$ cat config.mk
export PLATFORM = sky130hd
export DESIGN_NAME = neighbor_table_parent_select
export DESIGN_NICKNAME = d
export VERILOG_FILES = /design/src/design/ntps_pkg.sv /design/src/design/ntps_cell.sv /design/src/design/neighbor_table_parent_select.sv
export SDC_FILE = /design/constraint.sdc
export NUM_CORES = 2
export LEC_CHECK = 0
export ABC_CLOCK_PERIOD_IN_PS = 6300
export BUFFER_PORTS_ARGS = -buffer_cell sky130_fd_sc_hd__buf_2
export CELL_PAD_IN_SITES_DETAIL_PLACEMENT = 1
export CELL_PAD_IN_SITES_GLOBAL_PLACEMENT = 2
export CORE_AREA = 2 2 475 477
export DETAILED_ROUTE_END_ITERATION = 8
export DIE_AREA = 0 0 477 479
export GPL_ROUTABILITY_DRIVEN = 0
export GPL_TIMING_DRIVEN = 0
export PLACE_DENSITY = 0.82
export SKIP_LAST_GASP = 1
export SYNTH_ARGS = -nofsm -noshare
export SYNTH_HDL_FRONTEND = slang
export SYNTH_SLANG_ARGS = --single-unit
$ cat constraint.sdc
create_clock -name clk -period 6.3 [get_ports clk]
set_input_delay 0.315 -clock clk [delete_from_list [all_inputs] [get_ports clk]]
set_output_delay 0.315 -clock clk [all_outputs]
set_load 0.1 [all_outputs]
$ cat src/design/ntps_pkg.sv
// Shared types and constants for the neighbour table and parent selection block.
package ntps_pkg;

    localparam logic OP_BEACON = 1'b0;
    localparam logic OP_CLEAR  = 1'b1;

    localparam logic signed [15:0] RSSI_MIN  = 16'sh8000;
    localparam logic signed [15:0] RSSI_MAX  = 16'sh7FFF;
    localparam logic signed [15:0] PATH_ROOT = -16'sd1;

    typedef struct packed {
        logic               op;
        logic        [15:0] sender_id;
        logic signed [15:0] advertised_rssi;
        logic signed [7:0]  link_rssi;
    } req_t;

    typedef struct packed {
        logic        [15:0] parent_id;
        logic signed [15:0] path_rssi;
        logic               reselected;
        logic               dropped;
    } rsp_t;

    // Beacon travelling down the row of cells together with the running best entry.
    typedef struct packed {
        logic               active;
        logic        [15:0] sender_id;
        logic signed [15:0] advertised_rssi;
        logic signed [7:0]  link_rssi;
        logic               hit;
        logic               better;
        logic signed [15:0] best_adv;
        logic signed [15:0] best_path;
        logic        [15:0] best_id;
    } wave_t;

endpackage

$ cat src/design/ntps_cell.sv
// One neighbour table entry, which updates itself and the running best as a beacon passes.
module ntps_cell (
    input  logic          clk,
    input  logic          rst_n,
    input  logic          clr,
    input  ntps_pkg::wave_t wave_in,
    output ntps_pkg::wave_t wave_out
);
    import ntps_pkg::*;

    logic               valid_reg;
    logic        [15:0] id_reg;
    logic signed [15:0] adv_reg;
    logic signed [7:0]  link_reg;
    wave_t              wave_reg;
    wave_t              wave_next;

    logic               match;
    logic               append;
    logic               upd;
    logic               eff_valid;
    logic signed [15:0] eff_adv;
    logic signed [7:0]  eff_link;
    logic signed [16:0] sum;
    logic signed [15:0] path;

    always_comb
    begin
        match     = valid_reg && (id_reg == wave_in.sender_id);
        // Entries fill in order, so the first empty cell a missed beacon meets is the next slot.
        append    = !valid_reg && !wave_in.hit;
        upd       = wave_in.active && (match || append);
        eff_valid = valid_reg || append;
        eff_adv   = upd ? wave_in.advertised_rssi : adv_reg;
        eff_link  = upd ? wave_in.link_rssi : link_reg;
        sum       = {{9{eff_link[7]}}, eff_link} + {eff_adv[15], eff_adv};
        if (sum[16] != sum[15])
        begin
            path = sum[16] ? RSSI_MIN : RSSI_MAX;
        end
        else
        begin
            path = sum[15:0];
        end

        wave_next = wave_in;
        if (upd)
        begin
            wave_next.hit = 1'b1;
        end
        if (wave_in.active && eff_valid && (eff_adv > wave_in.best_adv))
        begin
            wave_next.better    = 1'b1;
            wave_next.best_adv  = eff_adv;
            wave_next.best_path = path;
            wave_next.best_id   = wave_in.sender_id;
            if (!upd)
            begin
                wave_next.best_id = id_reg;
            end
        end
    end

    always_ff @(posedge clk or negedge rst_n)
    begin
        if (!rst_n)
        begin
            valid_reg <= 1'b0;
            wave_reg  <= '0;
        end
        else
        begin
            wave_reg <= wave_next;
            if (clr)
            begin
                valid_reg <= 1'b0;
            end
            else if (upd)
            begin
                valid_reg <= 1'b1;
            end
        end
    end

    always_ff @(posedge clk)
    begin
        if (upd)
        begin
            id_reg   <= wave_in.sender_id;
            adv_reg  <= wave_in.advertised_rssi;
            link_reg <= wave_in.link_rssi;
        end
    end

    assign wave_out = wave_reg;

endmodule

$ cat src/design/neighbor_table_parent_select.sv
// A beacon request enters a row of TABLE_DEPTH cells, one table entry each, and moves one cell
// per clock: each cell matches the sender, takes the first free slot for a new sender, and
// carries forward the best advertised entry, and the response is registered from the last cell.
// A clear request empties the table at once and answers in the next cycle. One request is in
// the row at a time; the next is taken once the response register is free. The root flag is
// set via cfg_wr_en / cfg_wr_data by the user only while the block is idle; not enforced.
module neighbor_table_parent_select #(
    parameter int TABLE_DEPTH = 16
) (
    input  logic           clk,
    input  logic           rst_n,
    input  logic           cfg_wr_en,
    input  logic           cfg_wr_data,
    input  logic           req_valid,
    output logic           req_ready,
    input  ntps_pkg::req_t req,
    output logic           rsp_valid,
    input  logic           rsp_ready,
    output ntps_pkg::rsp_t rsp
);
    import ntps_pkg::*;

    logic               is_root_reg;
    logic               busy_reg;
    logic               rsp_valid_reg;
    rsp_t               rsp_reg;
    rsp_t               rsp_next;
    logic        [15:0] parent_addr_reg;
    logic signed [15:0] parent_path_reg;
    logic        [15:0] parent_addr_next;
    logic signed [15:0] parent_path_next;

    logic  accept;
    logic  clr;
    logic  done;
    wave_t wave [TABLE_DEPTH + 1];

    assign req_ready = !busy_reg && (!rsp_valid_reg || rsp_ready);
    assign accept    = req_valid && req_ready;
    assign clr       = accept && (req.op == OP_CLEAR);

    always_comb
    begin
        wave[0].active          = accept && (req.op == OP_BEACON);
        wave[0].sender_id       = req.sender_id;
        wave[0].advertised_rssi = req.advertised_rssi;
        wave[0].link_rssi       = req.link_rssi;
        wave[0].hit             = 1'b0;
        wave[0].better          = 1'b0;
        wave[0].best_adv        = RSSI_MIN;
        wave[0].best_path       = RSSI_MIN;
        wave[0].best_id         = '0;
    end

    for (genvar i = 0; i < TABLE_DEPTH; i++)
    begin : g_cell
        ntps_cell u_cell (
            .clk      (clk),
            .rst_n    (rst_n),
            .clr      (clr),
            .wave_in  (wave[i]),
            .wave_out (wave[i + 1])
        );
    end

    assign done = wave[TABLE_DEPTH].active;

    always_comb
    begin
        parent_addr_next = parent_addr_reg;
        parent_path_next = parent_path_reg;
        rsp_next         = rsp_reg;
        if (done)
        begin
            if (wave[TABLE_DEPTH].hit && !is_root_reg && wave[TABLE_DEPTH].better)
            begin
                parent_addr_next = wave[TABLE_DEPTH].best_id;
                parent_path_next = wave[TABLE_DEPTH].best_path;
            end
            rsp_next.reselected = wave[TABLE_DEPTH].hit && !is_root_reg;
            rsp_next.dropped    = !wave[TABLE_DEPTH].hit;
        end
        else
        begin
            rsp_next.reselected = 1'b0;
            rsp_next.dropped    = 1'b0;
        end
        rsp_next.parent_id = parent_addr_next;
        rsp_next.path_rssi = is_root_reg ? PATH_ROOT : parent_path_next;
    end

    always_ff @(posedge clk or negedge rst_n)
    begin
        if (!rst_n)
        begin
            is_root_reg     <= 1'b0;
            busy_reg        <= 1'b0;
            rsp_valid_reg   <= 1'b0;
            parent_addr_reg <= '0;
            parent_path_reg <= RSSI_MIN;
        end
        else
        begin
            if (cfg_wr_en)
            begin
                is_root_reg <= cfg_wr_data;
            end
            if (wave[0].active)
            begin
                busy_reg <= 1'b1;
            end
            else if (done)
            begin
                busy_reg <= 1'b0;
            end
            if (done || clr)
            begin
                rsp_valid_reg <= 1'b1;
            end
            else if (rsp_ready)
            begin
                rsp_valid_reg <= 1'b0;
            end
            parent_addr_reg <= parent_addr_next;
            parent_path_reg <= parent_path_next;
        end
    end

    always_ff @(posedge clk)
    begin
        if (done || clr)
        begin
            rsp_reg <= rsp_next;
        end
    end

    assign rsp_valid = rsp_valid_reg;
    assign rsp       = rsp_reg;

endmodule

# Word level (Yosys, flattened, before mapping)
# Index checks and enable logic that the tools add are counted.
# word_totals
register_bits,2125
input_bits,47
output_inout_bits,36
# classes
add_sub_neg,16
order_cmp,16
n_eq_ne,32
muxes,152
n_bitwise,1
n_reduce_logical,170
# op_table
operator,n
$mux 16,68
$mux 49,16
$add 8x16->17,16
$eq 16x16->1,16
$gt 16x16->1,15
$mux 8,16
$logic_and 1x1->1,84
$mux 1,52
$reduce_bool 2->1,18
$logic_not 1->1,35
$logic_or 1x1->1,33
$gt 16x16->1 const B,1
$ne 1x1->1,16
$not 1->1,1

# Logic depth before layout (Yosys ltp)
# depth
word_depth,11
depth_mapped,29
depth_no_buf,25

# By module
# Synthesis repeated with hierarchy kept, for this count alone.
# unflattened
cells_unflattened,7731
area_unflattened_um2,94934.8
# modules_own_cells
mod,instances,cells_per_inst,area_per_inst_um2,seq_area_each_um2
ntps_cell (g_cell[1].u_cell ...),9,479,5691.7,3103.0
ntps_cell (g_cell[0].u_cell ...),6,463,5831.8,3103.0
ntps_cell (g_cell[15].u_cell),1,466,5878.1,3103.0
neighbor_table_parent_select,1,176,2840.2,1898.1

# Worst setup path after synthesis
# No wires, ideal clock.
# synth_timing
path_type,register to register
from,"register rsp_valid_reg, in the netlist rsp_valid"
to,register g_cell[0].u_cell.wave_reg (netlist bit g_cell[0].u_cell.wave_out[19])
setup_ps,142
arrival_ps,7637
required_ps,6158
path_slack_ps,-1479
path_stages_with_launch,28
n_path_buf,3
period_less_slack_ps,7779
cell_sequence,dfrtp_1 > nor2b_1 > nor2_1 > nand2_1 > or2_2 > clkbuf_1 > a21oi_1 > clkbuf_1 > mux2i_1 > inv_1 > ha_1 > a21o_1 > a21oi_1 > o21ai_0 > a21oi_1 > nand2b_1 > a21boi_0 > o31a_1 > o41ai_1 > o21ai_0 > mux2i_1 > or2_2 > ha_1 > inv_1 > nor3_1 > o211a_1 > clkbuf_1 > a211oi_1
# synth_lines
item,line,rtl
"start, declared",neighbor_table_parent_select.sv:25,logic rsp_valid_reg;
"start signal, assigned",neighbor_table_parent_select.sv:98,rsp_valid_reg <= 1'b0;
"start signal, assigned",neighbor_table_parent_select.sv:118,rsp_valid_reg <= 1'b1;
"start signal, assigned",neighbor_table_parent_select.sv:122,rsp_valid_reg <= 1'b0;
"end signal, assigned",ntps_cell.sv:73,wave_reg <= wave_next;
"end, declared",ntps_cell.sv:15,wave_t wave_reg;

==> metrics <==
WHS Path Cells 2; ys async rst share 68.28%; Final nets 8174; number of flops mapped to enable cells by yosys 34; Buf/Inv on CP 3; final max-slew violation count 0; Rel. slew slack 12.96%; drt pass-1 iters 5; CP top delay family compound AO/OA/AOI/OAI gates; Yosys reg bits 2125; largest net degree at the start of global routing 172; Primary FF master, synth dfrtp_1; Cells after DPL 10270; Routed Antenna Nets 0; synth top area cells dfrtp_1 41%, dfxtp_1 14%, mux2_2 13%, ha_1 7.1%, xor2_1 2.5%; area delta synth->final 16.52%; Via-to-Cell Ratio 5.143; clock buffer depth 3; leakage 47.38 nW; layout cells sized above 1 24.76%; Core ar. 0.2236 sq mm; top cell type's share of synthesized area 40.80%; 1st-iter DRT viols 2463; Worst Path Max Fanout 10; Worst Tran Pin Value 1306 ps; Unique masters post-synth 99; critical path class flop to flop; most frequent cells in the layout 1443 x dfrtp_1, 1013 x mux2_2, 640 x dfxtp_1, 482 x ha_1, 397 x inv_1; vias in the first global route 61450; final core area utilization 46.35%; setup_tns 0 ps; syn_area_per_cell 12.38 sq um; R2R setup slack 190 ps; die width 477 um; Tmin final 6105 ps; fin crit share 96.91%; Hold Path End g_cell[0].u_cell.wave_out[50]$_DFF_PN0_; clk slew on worst S/H paths 70 ps; cell-by-cell listing of the critical path xnor2_2 -> nand4_1 -> o41a_4 -> or2_4 -> buf_4 -> mux2_2 -> ha_1 -> inv_1 -> fa_1 -> nor2b_1 -> o31a_1 -> o31a_1 -> o22ai_2 -> o211a_1 -> nor3_2 -> a211oi_2 -> a211oi_2 -> o21ai_1 -> ha_1 -> o211ai_1 -> clkbuf_4 -> o21ai_0 -> mux2_2; max_cap viols 0; clock latency at the later pin of the worst-skew pair 870 ps; # DRC 0; drt wl/cell 22.27 um; antenna violations before repair 7; CTS tree yes; net count after synthesis 7751; GRT Residual Overflow 0; Critical Path Sink Type flop; sequential-to-total area share from yosys stat 56.38%; Fin. Hold Viols 0; GRT Total Usage 20.85%; PortBufs 82; Setup-failing EPs final 0; area of the mapped netlist 0.08894 sq mm; commonest non-fill, non-tap cell in the layout dfrtp_1; Critical Path Start Type flop; hold_sp req[0]; Die ar. 0.2285 sq mm; fin cells 10790; DRT Wirelength 240200 um; FF-to-FF path depth 23; CTS root buf clkbuf_16; H-tree depth 4; Die Height 479 um; CTS Buf Count 210; Req. time, crit path 7040 ps; Synth area leader dfrtp_1; total power 56.85 mW; Syn. warnings 0; Worst R2R End g_cell[14].u_cell.wave_out[19]$_DFF_PN0_; routed vias 55490; first-pass GRT wire length 369600 um; Initial Util 39.78%; Worst Hold Class input pin to flop; R2R Path Start g_cell[13].u_cell.wave_out[87]$_DFF_PN0_; CP max-delay cell o41a_4; fmax 163.8 MHz; crit-path max cell delay 590 ps; worst vdd ir 0.3138 mV; IO Pins 83; Min Hold Slack 113.5 ps; Largest register FFs 1400; TritonCTS Sinks 2125; status finished, final reports clean; Row Count 174; Clock Skew 54.72 ps; CP Data Arrival Time 6840 ps; post-synthesis cell count 7185; DP HPWL 180400 um; power per cell area 548.6 mW/mm^2
==> routing by layer <==
| metal | global-route usage [%] | vias up | routed length [um] |
|---|---|---|---|
| met1 | 25.28 | 28450 | 99820 |
| met2 | 38.76 | 740 | 127200 |
| li1 | - | 25900 | - |
| met5 | 0 | - | 0 |
| met3 | 2.306 | 397 | 6018 |
| met4 | 5.952 | 0 | 7174 |
==> worst max path at each step <==
stage | end | depth (start not counted) | from | slack, ps
2_1_floorplan | g_cell[0].u_cell.wave_out[20]$_DFF_PN0_ | 26 | rsp_valid$_DFFE_PN0P_ | 30
3_3_place_gp | rsp_valid$_DFFE_PN0P_ | 1 | rst_n | -31840
3_5_place_dp | g_cell[9].u_cell.wave_out[25]$_DFF_PN0_ | 26 | g_cell[9].u_cell.valid_reg$_DFFE_PN0P_ | -2470
4_1_cts | g_cell[6].u_cell.wave_out[28]$_DFF_PN0_ | 26 | g_cell[5].u_cell.wave_out[80]$_DFF_PN0_ | 0.8
5_1_grt | g_cell[0].u_cell.wave_out[20]$_DFF_PN0_ | 26 | rsp_valid$_DFFE_PN0P_ | -70
6_report | g_cell[14].u_cell.wave_out[19]$_DFF_PN0_ | 23 | g_cell[13].u_cell.wave_out[87]$_DFF_PN0_ | 190
==> where the power goes <==
group / internal (mW) / switching, mW / leakage (nW)
sequential: 17.5 / 1.95 / 23.9
combinational: 10.4 / 13.8 / 19.8
clock: 7.69 / 5.55 / 3.66
==> timing repair <==
action                                  4_1_cts  5_1_grt
gates resized for setup                     224      226
hold endpoints to repair                    287        0
hold buffers                                 49        0
setup buffers                                35       44
endpoints found under the setup margin      446      284
cloned                                        1        4
pin swaps                                    46       86
==> Yosys cell counts (44+ instances only) <==
| cell type | number |
|---|---|
| mux2i_1 | 45 |
| clkbuf_1 | 136 |
| nand2_1 | 290 |
| nor2_1 | 325 |
| o21ai_0 | 350 |
| xnor2_1 | 218 |
| inv_1 | 398 |
| o21a_1 | 86 |
| o211ai_1 | 44 |
| nand2b_1 | 78 |
| nor4_1 | 57 |
| a21oi_1 | 308 |
| dfxtp_1 | 640 |
| a21o_1 | 107 |
| nand3_1 | 44 |
| nor2b_1 | 93 |
| ha_1 | 503 |
| dfrtp_1 | 1450 |
| or2_2 | 46 |
| xor2_1 | 252 |
| mux2_2 | 1024 |
| nand4_1 | 86 |
==> logic make-up after synthesis <==
| logic type | Yosys count | synth area share (%) |
|---|---|---|
| AOI/OAI and AO/OA | 1184 | 8.388 |
| xor gates and xnor gates | 471 | 4.654 |
| adders and majority gates | 534 | 7.608 |
| buffers and inverters | 615 | 2.683 |
| DFF | 2125 | 56.38 |
| muxes | 1105 | 13.95 |
| and+or+nand+nor | 1151 | 6.335 |
==> final cells by class <==
| type | count | area, sq um |
|---|---|---|
| diodes | 1 | 2.502 |
| plain buffers | 202 | 1154 |
| clock buffers | 313 | 6267 |
| clock inverters | 86 | 1196 |
| fillers | 23120 | 120000 |
| inverters | 400 | 1501 |
| multi-input cells | 4446 | 37750 |
| flip-flops and latches | 2125 | 50160 |
| well taps | 2992 | 3744 |
| repair buffers | 223 | 1854 |
==> stage by stage <==
| step | area, sq um | worst slack (ps) |
|---|---|---|
| 2_1_floorplan | 88970 | 34.43 |
| 4_1_cts | 102500 | 0.7727 |
| 5_1_grt | 103600 | -65.48 |
| 3_5_place_dp | 93390 | -2469 |
| 6_report | 103600 | 194.6 |
| 3_3_place_gp | 93130 | -31840 |
(Power assumes the default switching activity.)
